[src/sv/coospmv_pkg.sv]
// Shared types, constants and fixed-point helpers for the COO sparse
// matrix-vector multiply block. No dependencies; every other file imports it.
package coospmv_pkg;

    localparam int DEFAULT_MAX_DIM     = 4096;
    localparam int DEFAULT_QUEUE_DEPTH = 2;

    localparam int IDX_W      = 12;
    localparam int CNT_W      = 13;
    localparam int DATA_W     = 32;
    localparam int APB_ADDR_W = 5;
    localparam int APB_DATA_W = 32;

    localparam logic signed [DATA_W-1:0] Q_ONE = 32'sd65536;

    // Request operation codes.
    localparam logic [1:0] OP_LOAD_X  = 2'd0;
    localparam logic [1:0] OP_LOAD_Y  = 2'd1;
    localparam logic [1:0] OP_TRIPLET = 2'd2;
    localparam logic [1:0] OP_READ_Y  = 2'd3;

    // Configuration register indexes (word address).
    localparam logic [2:0] REG_ROW_COUNT      = 3'd0;
    localparam logic [2:0] REG_COLUMN_COUNT   = 3'd1;
    localparam logic [2:0] REG_ALPHA_GAIN     = 3'd2;
    localparam logic [2:0] REG_BETA_GAIN      = 3'd3;
    localparam logic [2:0] REG_TRANSPOSE_MODE = 3'd4;

    typedef struct packed {
        logic [1:0]              op;
        logic [IDX_W-1:0]        vec_index;
        logic [IDX_W-1:0]        row_index;
        logic [IDX_W-1:0]        col_index;
        logic signed [DATA_W-1:0] data_value;
    } t_in_item;

    typedef struct packed {
        logic signed [DATA_W-1:0] read_value;
        logic                     status;
    } t_out_item;

    typedef struct packed {
        logic [CNT_W-1:0]         row_count;
        logic [CNT_W-1:0]         column_count;
        logic signed [DATA_W-1:0] alpha_gain;
        logic signed [DATA_W-1:0] beta_gain;
        logic                     transpose_mode;
    } t_cfg;

    // What the back end has to do with a classified request.
    typedef enum logic [2:0] {
        K_NONE,
        K_LDX,
        K_LDY,
        K_LDY_SCALE,
        K_MAC,
        K_READ
    } t_kind;

    typedef struct packed {
        t_kind                    kind;
        logic                     status;
        logic [IDX_W-1:0]         src;
        logic [IDX_W-1:0]         dst;
        logic signed [DATA_W-1:0] data;
    } t_cmd;

    typedef enum logic [2:0] {
        ST_IDLE,
        ST_WAIT,
        ST_MUL1,
        ST_SAT1,
        ST_MUL2,
        ST_SAT2,
        ST_ACC,
        ST_DONE
    } t_state;

    // Q16.16 rescale of a full product: divide by 2^16 truncating toward zero,
    // then saturate to 32 bits.
    function automatic logic signed [DATA_W-1:0] q_scale(input logic signed [63:0] p);
        logic signed [47:0] q;
        q = $signed(p[63:16]);
        if (p[63] && (p[15:0] != 16'd0)) begin
            q = q + 48'sd1;
        end
        if (q > 48'sd2147483647) begin
            return 32'sh7FFF_FFFF;
        end else if (q < -48'sd2147483648) begin
            return 32'sh8000_0000;
        end
        return q[31:0];
    endfunction

    function automatic logic signed [DATA_W-1:0] sat_add(
        input logic signed [DATA_W-1:0] a,
        input logic signed [DATA_W-1:0] b
    );
        logic signed [DATA_W:0] s;
        s = 33'(a) + 33'(b);
        if (s[DATA_W] != s[DATA_W-1]) begin
            return s[DATA_W] ? 32'sh8000_0000 : 32'sh7FFF_FFFF;
        end
        return s[DATA_W-1:0];
    endfunction

endpackage

[src/sv/coospmv_fifo.sv]
// Short command queue between the front end and the back end.
// Depends on coospmv_pkg for the command type.
module coospmv_fifo #(
    parameter int DEPTH = coospmv_pkg::DEFAULT_QUEUE_DEPTH
) (
    input  logic              i_clk,
    input  logic              i_rst_n,
    input  logic              i_push,
    input  coospmv_pkg::t_cmd i_data,
    output logic              o_full,
    input  logic              i_pop,
    output coospmv_pkg::t_cmd o_data,
    output logic              o_empty
);
    import coospmv_pkg::*;

    localparam int PW   = (DEPTH > 1) ? $clog2(DEPTH) : 1;
    localparam int CNTW = $clog2(DEPTH + 1);

    t_cmd            r_mem [DEPTH];
    logic [PW-1:0]   r_wptr;
    logic [PW-1:0]   r_rptr;
    logic [CNTW-1:0] r_count;
    logic [PW-1:0]   n_wptr;
    logic [PW-1:0]   n_rptr;
    logic [CNTW-1:0] n_count;

    assign o_full  = (r_count == CNTW'(DEPTH));
    assign o_empty = (r_count == '0);
    assign o_data  = r_mem[r_rptr];

    always_comb begin
        n_wptr  = r_wptr;
        n_rptr  = r_rptr;
        n_count = r_count;
        if (i_push) begin
            n_wptr = (r_wptr == PW'(DEPTH - 1)) ? '0 : r_wptr + 1'b1;
        end
        if (i_pop) begin
            n_rptr = (r_rptr == PW'(DEPTH - 1)) ? '0 : r_rptr + 1'b1;
        end
        if (i_push && !i_pop) begin
            n_count = r_count + 1'b1;
        end else if (!i_push && i_pop) begin
            n_count = r_count - 1'b1;
        end
    end

    always_ff @(posedge i_clk) begin
        if (!i_rst_n) begin
            r_wptr  <= '0;
            r_rptr  <= '0;
            r_count <= '0;
        end else begin
            r_wptr  <= n_wptr;
            r_rptr  <= n_rptr;
            r_count <= n_count;
        end
    end

    always_ff @(posedge i_clk) begin
        if (i_push) begin
            r_mem[r_wptr] <= i_data;
        end
    end

endmodule

[config.mk]
export PLATFORM = sky130hd
export DESIGN_NAME = coospmv_fifo
export DESIGN_NICKNAME = d
export VERILOG_FILES = /design/src/sv/coospmv_pkg.sv /design/src/sv/coospmv_fifo.sv
export SDC_FILE = /design/constraint.sdc
export NUM_CORES = 1
export LEC_CHECK = 0
export BUFFER_PORTS_ARGS = -buffer_cell sky130_fd_sc_hd__buf_2
export CAP_MARGIN = 25
export CORE_MARGIN = 2
export CORE_UTILIZATION = 55
export DETAILED_ROUTE_END_ITERATION = 8
export GPL_TIMING_DRIVEN = 0
export PLACE_DENSITY = 0.83
export SYNTH_ARGS = -nofsm -noshare
export SYNTH_HDL_FRONTEND = slang
export SYNTH_SLANG_ARGS = --single-unit
[constraint.sdc]
create_clock -name i_clk -period 10.1 [get_ports i_clk]
set_input_delay 0.505 -clock i_clk [delete_from_list [all_inputs] [get_ports i_clk]]
set_output_delay 0.505 -clock i_clk [all_outputs]
set_load 0.01 [all_outputs]
==> summary.md <==
| Metric | Value |
|---|---|
| Chip height | between 90 and 100 um |
| Crit Path Category | reg2out |
| Area grow syn2layout | 30.2% |
| H-tree levels | 4 |
| Share of layout cells above drive strength 1 | between 60% and 70% |
| Yosys reg bits | about 130 |
| Post-synth top area cell | edfxtp_1 |
| Core area | 8130 um2 |
| Hold path start | i_data[31] |
| Commonest non-fill, non-tap cells in the layout | 126 x buf_2, 120 x edfxtp_1, 60 x mux2_2 |
| RR Endpoint | r_mem[1][53] |
| Drt pass-1 iters | 4 |
| First-pass GRT wire length | 11800 um |
| Met2 Usage GRT | 32.2% |
| Post CTS Setup Buffer Count | 0 |
| CTS-repair resized insts | 0 |
| R2R depth | 1 |
| Outcome | completed |
| Hold buffers post-CTS | 0 |
| Syn avg cell area | approximately 22 um2 |
| Grt total ovfl | 0 |
| Vias after detailed routing | between 2000 and 2500 |
| Final Cycle Share | 22.1% |
| Maximum VDD drop | ~0.14 mV |
| P_leak | roughly 2.3 nW |
| FF-to-FF Start | r_wptr |
| Placer Congestion | slightly below 0.7 |
| Worst Path Max Fanout | 10 |
| CTS buffer count | 17 |
| Post-Route Setup TNS | 0 ns |
| Grt met3 use | between 5 and 6% |
| Initial Utilization | 55.9% |
| Synth top area share | 79.2% |
| Max-slew headroom | 45.3% |
| Die X-Extent | 94.9 um |
| Ports | about 130 |
| Hold WS | just under 0.2 ns |
| CTS clk-pin slew, worst paths | about 0.06 ns |
| CP arrival | roughly 1.7 ns |
| Hold path cells | 1 |
| Post-DP HPWL | 5230 um |
| Critical Path RT | 9.60 ns |
| Post-route DRC | 0 |
| Clock sink count | about 130 |
| Least-Margin Pin Slew | roughly 0.8 ns |
| Max cap viols | 0 |
| Worst Setup Start Kind | register |
| Cell variety after synth | 17 |
| Clock Latency Late Sink | around 0.5 ns |
| Via/cell ratio | between 5 and 6 |
| Total Routing Usage GR | between 15 and 20% |
| Fin crit period | 2.23 ns |
| Nets | 420 |
| Synthesized Nets | ~270 |
| Final max-slew violation count | 0 |
| Hold Crit Endpoint | r_mem[0][31] |
| Drt first-iter violations | 121 |
| Antenna Diode Count | 0 |
| Final hold vios | 0 |
| Power per cell area | approximately 220 nW/um2 |
| Most common cell after layout, fill and taps aside | buf_2 |
| Register area share after synthesis | about 80% |
| DR WL/cell | about 17 um |
| CP endpoint kind | primary output |
| Clock skew | 0.00719 ns |
| Max Fclk | between 0.4 and 0.5 GHz |
| Hold Crit Class | in2reg |
| RSZ-0062 raised after global routing | false |
| Area contributors post-synth | edfxtp_1 79%, mux2_2 15%, dfxtp_1 2.2% |
| Post-Syn Instances | between 200 and 250 |
| Gr busiest metal | met2 |
| Final core area utilization | 72.8% |
| # setup viols final | 0 |
| CTS root buf | clkbuf_8 |
| Post-route ant nets | 0 |
| Number of global-route vias before repair | roughly 2500 |
| Met1 usage in global routing | 19.8% |
| Die area | 9010 um2 |
| R2R Setup Slk | between 8 and 9 ns |
| Clock tree from TritonCTS | built |
| Largest net degree at the start of global routing | 61 |
| Max clock buf depth | 2 |
| Initial antenna violation count | 0 |
| Buffers on Ports | about 130 |
| Routed wire length | 7840 um |
| Mapped Area | between 4000 and 5000 um2 |
| Syn. warnings | 0 |
| Row count | 33 |
[cell type report]
| class | instances | area, um2 |
|---|---|---|
| sequential | 125 | 3700 |
| clock inverter | 11 | 119 |
| buffer | 7 | 50.0 |
| clock buffer | 21 | 439 |
| inverter | 1 | 3.75 |
| multi-input combinational | 76 | 801 |
| tap | 105 | 131 |
| fill | 539 | 2210 |
| timing repair buffer | 127 | 673 |
[power breakdown]
| part | internal (mW) | switching, mW | leakage (nW) |
|---|---|---|---|
| clock | 0.356 | 0.205 | 0.264 |
| sequential | 0.599 | 0.00740 | 1.17 |
| combinational | 0.0603 | 0.0605 | 0.838 |
[worst max path at each step]
stage,to,slack [ns],depth (start not counted),start
6_report,o_data[42],7.87,4,register
5_1_grt,o_data[42],7.78,4,register
2_1_floorplan,r_mem[0][0],6.43,1,i_push
4_1_cts,o_data[42],7.83,4,register
3_3_place_gp,r_mem[0][7],4.84,2,i_push
3_5_place_dp,r_mem[0][4],8.31,3,i_push
[state kept, by name, indices dropped and copies added, names as in the netlist, named ones only]
| register | cells |
|---|---|
| r_count | 2 |
| r_rptr | 1 |
| r_wptr | 1 |
| r_mem | 120 |
[layer usage]
| layer | up-vias | wire [um] |
|---|---|---|
| met4 | 0 | 185 |
| met1 | 1162 | 3030 |
| met2 | 78 | 4210 |
| met3 | 14 | 420 |
| li1 | 1112 | - |
| met5 | - | 0 |
[Yosys cell counts]
cell type / n
edfxtp_1: 120
mux2_2: 60
buf_4: 6
dfxtp_1: 5
and2_1: 4
nor2b_1: 2
xor2_1: 2
a21boi_1: 1
and2b_2: 1
buf_2: 1
ha_1: 1
inv_1: 1
nor2_1: 1
o21a_1: 1
o21ai_0: 1
or3_1: 1
xnor2_1: 1
[worst max-delay path: stages (launching register included)]
cell and delay (ns):
dfxtp_1 0.30, buf_2 0.18, buf_4 0.24, mux2_2 0.37, buf_2 0.15
[stage by stage]
stage	std cells	instance area, um2	total power, mW	setup WS, ns
after floorplan	209	4550	0.685	6.43
after global placement	439	5310	0.733	4.84
after detailed placement	441	5360	0.740	8.31
after CTS	473	5920	1.30	7.83
after global routing	473	5920	1.33	7.78
final	473	5920	1.29	7.87
[kinds of logic (layout without fill, tap and decap cells)]
| group | after synthesis | in the layout | synth area share, % |
|---|---|---|---|
| DFF | 125 | 125 | 81.4 |
| muxes | 60 | 60 | 14.9 |
| and+or+nand+nor | 9 | 9 | 1.24 |
| buffers and inverters | 8 | 167 | 1.18 |
| AOI/OAI and AO/OA | 3 | 3 | 0.440 |
| xor gates and xnor gates | 3 | 3 | 0.578 |
| adders and majority gates | 1 | 1 | 0.275 |
Note: power is estimated with default switching activity, not from simulation.
