### src/sv/coospmv_pkg.sv
// Shared types, constants and fixed-point helpers for the COO sparse
// matrix-vector multiply block. No dependencies; every other file imports it.
package coospmv_pkg;

    localparam int DEFAULT_MAX_DIM     = 4096;
    localparam int DEFAULT_QUEUE_DEPTH = 2;

    localparam int IDX_W      = 12;
    localparam int CNT_W      = 13;
    localparam int DATA_W     = 32;
    localparam int APB_ADDR_W = 5;
    localparam int APB_DATA_W = 32;

    localparam logic signed [DATA_W-1:0] Q_ONE = 32'sd65536;

    // Request operation codes.
    localparam logic [1:0] OP_LOAD_X  = 2'd0;
    localparam logic [1:0] OP_LOAD_Y  = 2'd1;
    localparam logic [1:0] OP_TRIPLET = 2'd2;
    localparam logic [1:0] OP_READ_Y  = 2'd3;

    // Configuration register indexes (word address).
    localparam logic [2:0] REG_ROW_COUNT      = 3'd0;
    localparam logic [2:0] REG_COLUMN_COUNT   = 3'd1;
    localparam logic [2:0] REG_ALPHA_GAIN     = 3'd2;
    localparam logic [2:0] REG_BETA_GAIN      = 3'd3;
    localparam logic [2:0] REG_TRANSPOSE_MODE = 3'd4;

    typedef struct packed {
        logic [1:0]              op;
        logic [IDX_W-1:0]        vec_index;
        logic [IDX_W-1:0]        row_index;
        logic [IDX_W-1:0]        col_index;
        logic signed [DATA_W-1:0] data_value;
    } t_in_item;

    typedef struct packed {
        logic signed [DATA_W-1:0] read_value;
        logic                     status;
    } t_out_item;

    typedef struct packed {
        logic [CNT_W-1:0]         row_count;
        logic [CNT_W-1:0]         column_count;
        logic signed [DATA_W-1:0] alpha_gain;
        logic signed [DATA_W-1:0] beta_gain;
        logic                     transpose_mode;
    } t_cfg;

    // What the back end has to do with a classified request.
    typedef enum logic [2:0] {
        K_NONE,
        K_LDX,
        K_LDY,
        K_LDY_SCALE,
        K_MAC,
        K_READ
    } t_kind;

    typedef struct packed {
        t_kind                    kind;
        logic                     status;
        logic [IDX_W-1:0]         src;
        logic [IDX_W-1:0]         dst;
        logic signed [DATA_W-1:0] data;
    } t_cmd;

    typedef enum logic [2:0] {
        ST_IDLE,
        ST_WAIT,
        ST_MUL1,
        ST_SAT1,
        ST_MUL2,
        ST_SAT2,
        ST_ACC,
        ST_DONE
    } t_state;

    // Q16.16 rescale of a full product: divide by 2^16 truncating toward zero,
    // then saturate to 32 bits.
    function automatic logic signed [DATA_W-1:0] q_scale(input logic signed [63:0] p);
        logic signed [47:0] q;
        q = $signed(p[63:16]);
        if (p[63] && (p[15:0] != 16'd0)) begin
            q = q + 48'sd1;
        end
        if (q > 48'sd2147483647) begin
            return 32'sh7FFF_FFFF;
        end else if (q < -48'sd2147483648) begin
            return 32'sh8000_0000;
        end
        return q[31:0];
    endfunction

    function automatic logic signed [DATA_W-1:0] sat_add(
        input logic signed [DATA_W-1:0] a,
        input logic signed [DATA_W-1:0] b
    );
        logic signed [DATA_W:0] s;
        s = 33'(a) + 33'(b);
        if (s[DATA_W] != s[DATA_W-1]) begin
            return s[DATA_W] ? 32'sh8000_0000 : 32'sh7FFF_FFFF;
        end
        return s[DATA_W-1:0];
    endfunction

endpackage

### src/sv/coospmv_front.sv
// Front end: takes requests, checks indices against the configured lengths and
// turns each into a command for the back end. Depends on coospmv_pkg.
module coospmv_front #(
    parameter int MAX_DIM = coospmv_pkg::DEFAULT_MAX_DIM
) (
    input  coospmv_pkg::t_cfg     i_cfg,
    input  logic                  i_in_valid,
    input  coospmv_pkg::t_in_item i_in_data,
    output logic                  o_in_stall,
    input  logic                  i_q_full,
    output logic                  o_push,
    output coospmv_pkg::t_cmd     o_cmd
);
    import coospmv_pkg::*;

    localparam int LW = $clog2(MAX_DIM + 1);
    localparam int CW = (LW > CNT_W) ? LW : CNT_W;

    logic [CW-1:0] w_rows;
    logic [CW-1:0] w_cols;
    logic [CW-1:0] w_xlen;
    logic [CW-1:0] w_ylen;
    logic [CW-1:0] w_vi;
    logic [CW-1:0] w_ri;
    logic [CW-1:0] w_ci;

    assign w_rows = (CW'(i_cfg.row_count) > CW'(MAX_DIM)) ? CW'(MAX_DIM)
                                                         : CW'(i_cfg.row_count);
    assign w_cols = (CW'(i_cfg.column_count) > CW'(MAX_DIM)) ? CW'(MAX_DIM)
                                                            : CW'(i_cfg.column_count);
    assign w_xlen = i_cfg.transpose_mode ? w_rows : w_cols;
    assign w_ylen = i_cfg.transpose_mode ? w_cols : w_rows;
    assign w_vi   = CW'(i_in_data.vec_index);
    assign w_ri   = CW'(i_in_data.row_index);
    assign w_ci   = CW'(i_in_data.col_index);

    always_comb begin
        o_cmd.kind   = K_NONE;
        o_cmd.status = 1'b0;
        o_cmd.src    = i_in_data.vec_index;
        o_cmd.dst    = i_in_data.vec_index;
        o_cmd.data   = i_in_data.data_value;
        case (i_in_data.op)
            OP_LOAD_X: begin
                if (w_vi < w_xlen) begin
                    o_cmd.kind = K_LDX;
                end else begin
                    o_cmd.status = 1'b1;
                end
            end
            OP_LOAD_Y: begin
                if (w_vi < w_ylen) begin
                    // Beta of zero and of one need no multiply.
                    if (i_cfg.beta_gain == '0) begin
                        o_cmd.kind = K_LDY;
                        o_cmd.data = '0;
                    end else if (i_cfg.beta_gain == Q_ONE) begin
                        o_cmd.kind = K_LDY;
                    end else begin
                        o_cmd.kind = K_LDY_SCALE;
                    end
                end else begin
                    o_cmd.status = 1'b1;
                end
            end
            OP_TRIPLET: begin
                o_cmd.src = i_cfg.transpose_mode ? i_in_data.row_index
                                                 : i_in_data.col_index;
                o_cmd.dst = i_cfg.transpose_mode ? i_in_data.col_index
                                                 : i_in_data.row_index;
                if ((w_ri < w_rows) && (w_ci < w_cols)) begin
                    if (i_cfg.alpha_gain != '0) begin
                        o_cmd.kind = K_MAC;
                    end
                end else begin
                    o_cmd.status = 1'b1;
                end
            end
            OP_READ_Y: begin
                if (w_vi < w_ylen) begin
                    o_cmd.kind = K_READ;
                end else begin
                    o_cmd.status = 1'b1;
                end
            end
            default: begin
                o_cmd.kind = K_NONE;
            end
        endcase
    end

    assign o_in_stall = i_q_full;
    assign o_push     = i_in_valid && !i_q_full;

endmodule

### config.mk
export PLATFORM = sky130hd
export DESIGN_NAME = coospmv_front
export DESIGN_NICKNAME = d
export VERILOG_FILES = /design/src/sv/coospmv_pkg.sv /design/src/sv/coospmv_front.sv
export SDC_FILE = /design/constraint.sdc
export NUM_CORES = 1
export LEC_CHECK = 0
export BUFFER_PORTS_ARGS = -buffer_cell sky130_fd_sc_hd__buf_2
export CORE_AREA = 2 2 88 90
export DETAILED_ROUTE_END_ITERATION = 6
export DIE_AREA = 0 0 90 92
export PLACE_DENSITY = 0.83
export SKIP_LAST_GASP = 1
export SLEW_MARGIN = 20
export SYNTH_ARGS = -nofsm -noshare
export SYNTH_HDL_FRONTEND = slang
export SYNTH_SLANG_ARGS = --single-unit
### constraint.sdc
create_clock -name vclk -period 6.95
set_input_delay 0.695 -clock vclk [all_inputs]
set_output_delay 0.695 -clock vclk [all_outputs]
set_load 0.05 [all_outputs]
==> flow_summary.ini <==
[status]
outcome = completed

[global_route]
antenna_found_initial = 0
grt_pass1_vias = 3048
grt.overflow.total = 0
grt_pass1_wl_mm = 14.0
grt_usage_pct = 19.9
grt_max_degree = 55

[synth]
ys_seq_area_share_pct = 0
synth_top_family_by_area = simple AND/OR/NAND/NOR gates
synth_simple_gate_area_share_pct = 34.2
synth_fa_ha_area_share_pct = 24.0
syn-num-nets = 546
synth_cells = 339
netlist_area_um2 = 2290
synth_mux_area_share_pct = 10.9
synth_compound_area_share_pct = 25.2
synth.distinct_cells = 41
yosysWarnings = 0
synthXorXnorAreaFrac_pct = 0
avgSynthCellArea_um2 = 6.75

[drt]
wirelength_mm = 9.22
routedWlPerCell_um = 14.2
drtPass1Iterations = 4
drc = 0
postRouteAntennaNets = 0
vias = 3388
drt-initial-drc-count = 139
viasPerCell = 5.23

[power]
powerDensity_nw_per_um2 = 85.7
leakage_nw = 1.80
peakVddDrop_mv = 0.0404

[critical_path]
cp_cell_sequence = buf_2 -> buf_4 -> nor2_1 -> a31oi_1 -> ha_1 -> o21ai_0 -> nor2_1 -> o311ai_2 -> nand3_2 -> and2_1 -> buf_2
worst-path-buf-inv = 3
required_ns = 6.25
end_kind = primary output
cp_slowest_stage_delay_ns = 0.73
cp_max_fo = 54
slowest_stage = buf_2
worstPathArrival_ns = 4.10
critPathLaunchType = input pin
cp_top_family = buffers and inverters
crit_type = input pin to primary output

[floorplan]
fp.dieArea_um2 = 8280
die_h_um = 92
die-width_um = 90
core_area_um2 = 7450
fp-row-count = 32
ios = 225
start_util_pct = 30.7

[worst_hold_path]
worstHoldPathCells = 2
min-delay-start = i_q_full
hp-class = input pin to primary output
min_to = o_in_stall

[clock_tree]
cts-resized-gates = 0
post_cts_buffers = 0
hold_buffers = 0

[cells_and_area]
fill_cells = 792
final_layout_size_suffix_gt1_share_pct = 42.9
nClkBuffers = 0
nNetsFinal = 755
seq_cells = 0
syn_to_final_growth_pct = 50.9
antenna_cells = 0
register_area_um2 = 0

[sta]
min_period_over_period_pct = 69.0
setup_tns_ns = 0
hold_viol = 0
final_max_slew_viol_count = 0
tightest_slew_ns = 0.980
slew_headroom_pct = 34.7
rsz0062_at_grt = false
fmax_mhz = 208
period_minus_slack_ns = 4.80
setup_ws_ns = 2.15
finalSetupViolCount = 0

[flow_run]
cap_violations = 0

[place]
hpwl_mm = 8.13
pre_cts_ws_ns = 2.18
gp_congestion = 0.916
io_buffers = 225
## cell families (layout without fill, tap and decap cells)
logic type	Yosys count	count (layout)
buf+inv	26	233
simple gates	153	153
fa+ha+maj	44	44
compound gates	91	91
mux	25	25
## power breakdown
| group | internal [mW] | total [mW] | leakage, nW | switching [mW] |
|---|---|---|---|---|
| Combinational | 0.103 | 0.296 | 1.80 | 0.193 |
| Sequential | 0 | 0 | 0 | 0 |
| Clock | 0 | 0 | 0 | 0 |
| Total | 0.103 | 0.296 | 1.80 | 0.193 |
## cell usage in the layout (no fill, tap or decap), types with 2 or more instances in the layout
cell type,count
a2111oi_0,3
a21o_1,3
a21oi_1,36
a31oi_1,24
and2_1,32
buf_2,225
buf_4,2
ha_1,44
inv_1,5
mux2i_1,25
nand2_1,34
nand3_1,5
nand4_1,7
nand4b_1,2
nor2_1,41
nor3_1,5
nor4_1,16
nor4b_1,2
o211ai_1,3
o21ai_0,8
o21ai_1,4
## final cells by class
cell class | count | area (um^2) | share of cell area, %
Tap cell | 102 | 128 | 3.69
Timing Repair Buffer | 227 | 1140 | 33.0
Inverter | 6 | 22.5 | 0.652
Multi-Input combinational cell | 313 | 2160 | 62.6
## metal layers
metal,routed length [um],track usage (%)
met1,3950,27.9
met2,4340,33.5
met3,823,2.30
met4,111,2.95
met5,0,0
## metrics by stage
stage	cells	area (um^2)	utilization (%)	power, mW	hold WS (ns)
floorplan	339	2290	-	0.194	1.56
global placement	648	3460	46.4	0.289	1.69
detailed placement	648	3460	46.4	0.295	1.69
CTS	648	3460	46.4	0.296	1.69
global route	648	3460	46.4	0.322	1.70
finish	648	3460	46.4	0.296	1.69
## cells in the mapped netlist, types with 3 or more instances
cell type | number | share of area (%)
nand3_1 | 5 | 1.1
a2111oi_0 | 3 | 1.1
and2_1 | 32 | 8.7
a21o_1 | 3 | 0.98
clkbuf_1 | 15 | 2.5
o211ai_1 | 3 | 0.98
o21ai_1 | 4 | 0.87
ha_1 | 44 | 24
nor2_1 | 41 | 6.7
nor4_1 | 16 | 4.4
nand4_1 | 7 | 1.9
inv_1 | 5 | 0.82
buf_6 | 3 | 1.5
mux2i_1 | 25 | 11
o21ai_0 | 8 | 1.7
nor3_1 | 5 | 1.1
nand2_1 | 34 | 5.6
a21oi_1 | 36 | 7.9
a31oi_1 | 24 | 6.6
## how the worst max path moves through the flow
| stage | startpoint | to | cells after the start | slack, ns |
|---|---|---|---|---|
| CTS | i_cfg[0] | o_cmd[28] | 11 | 2.19 |
| global placement | i_cfg[0] | o_cmd[6] | 11 | 2.37 |
| global route | i_cfg[0] | o_cmd[22] | 11 | 1.83 |
| finish | i_cfg[0] | o_cmd[27] | 11 | 2.15 |
| floorplan | i_cfg[0] | o_cmd[57] | 10 | 2.83 |
| detailed placement | i_cfg[0] | o_cmd[28] | 11 | 2.18 |
(Power assumes the default switching activity.)
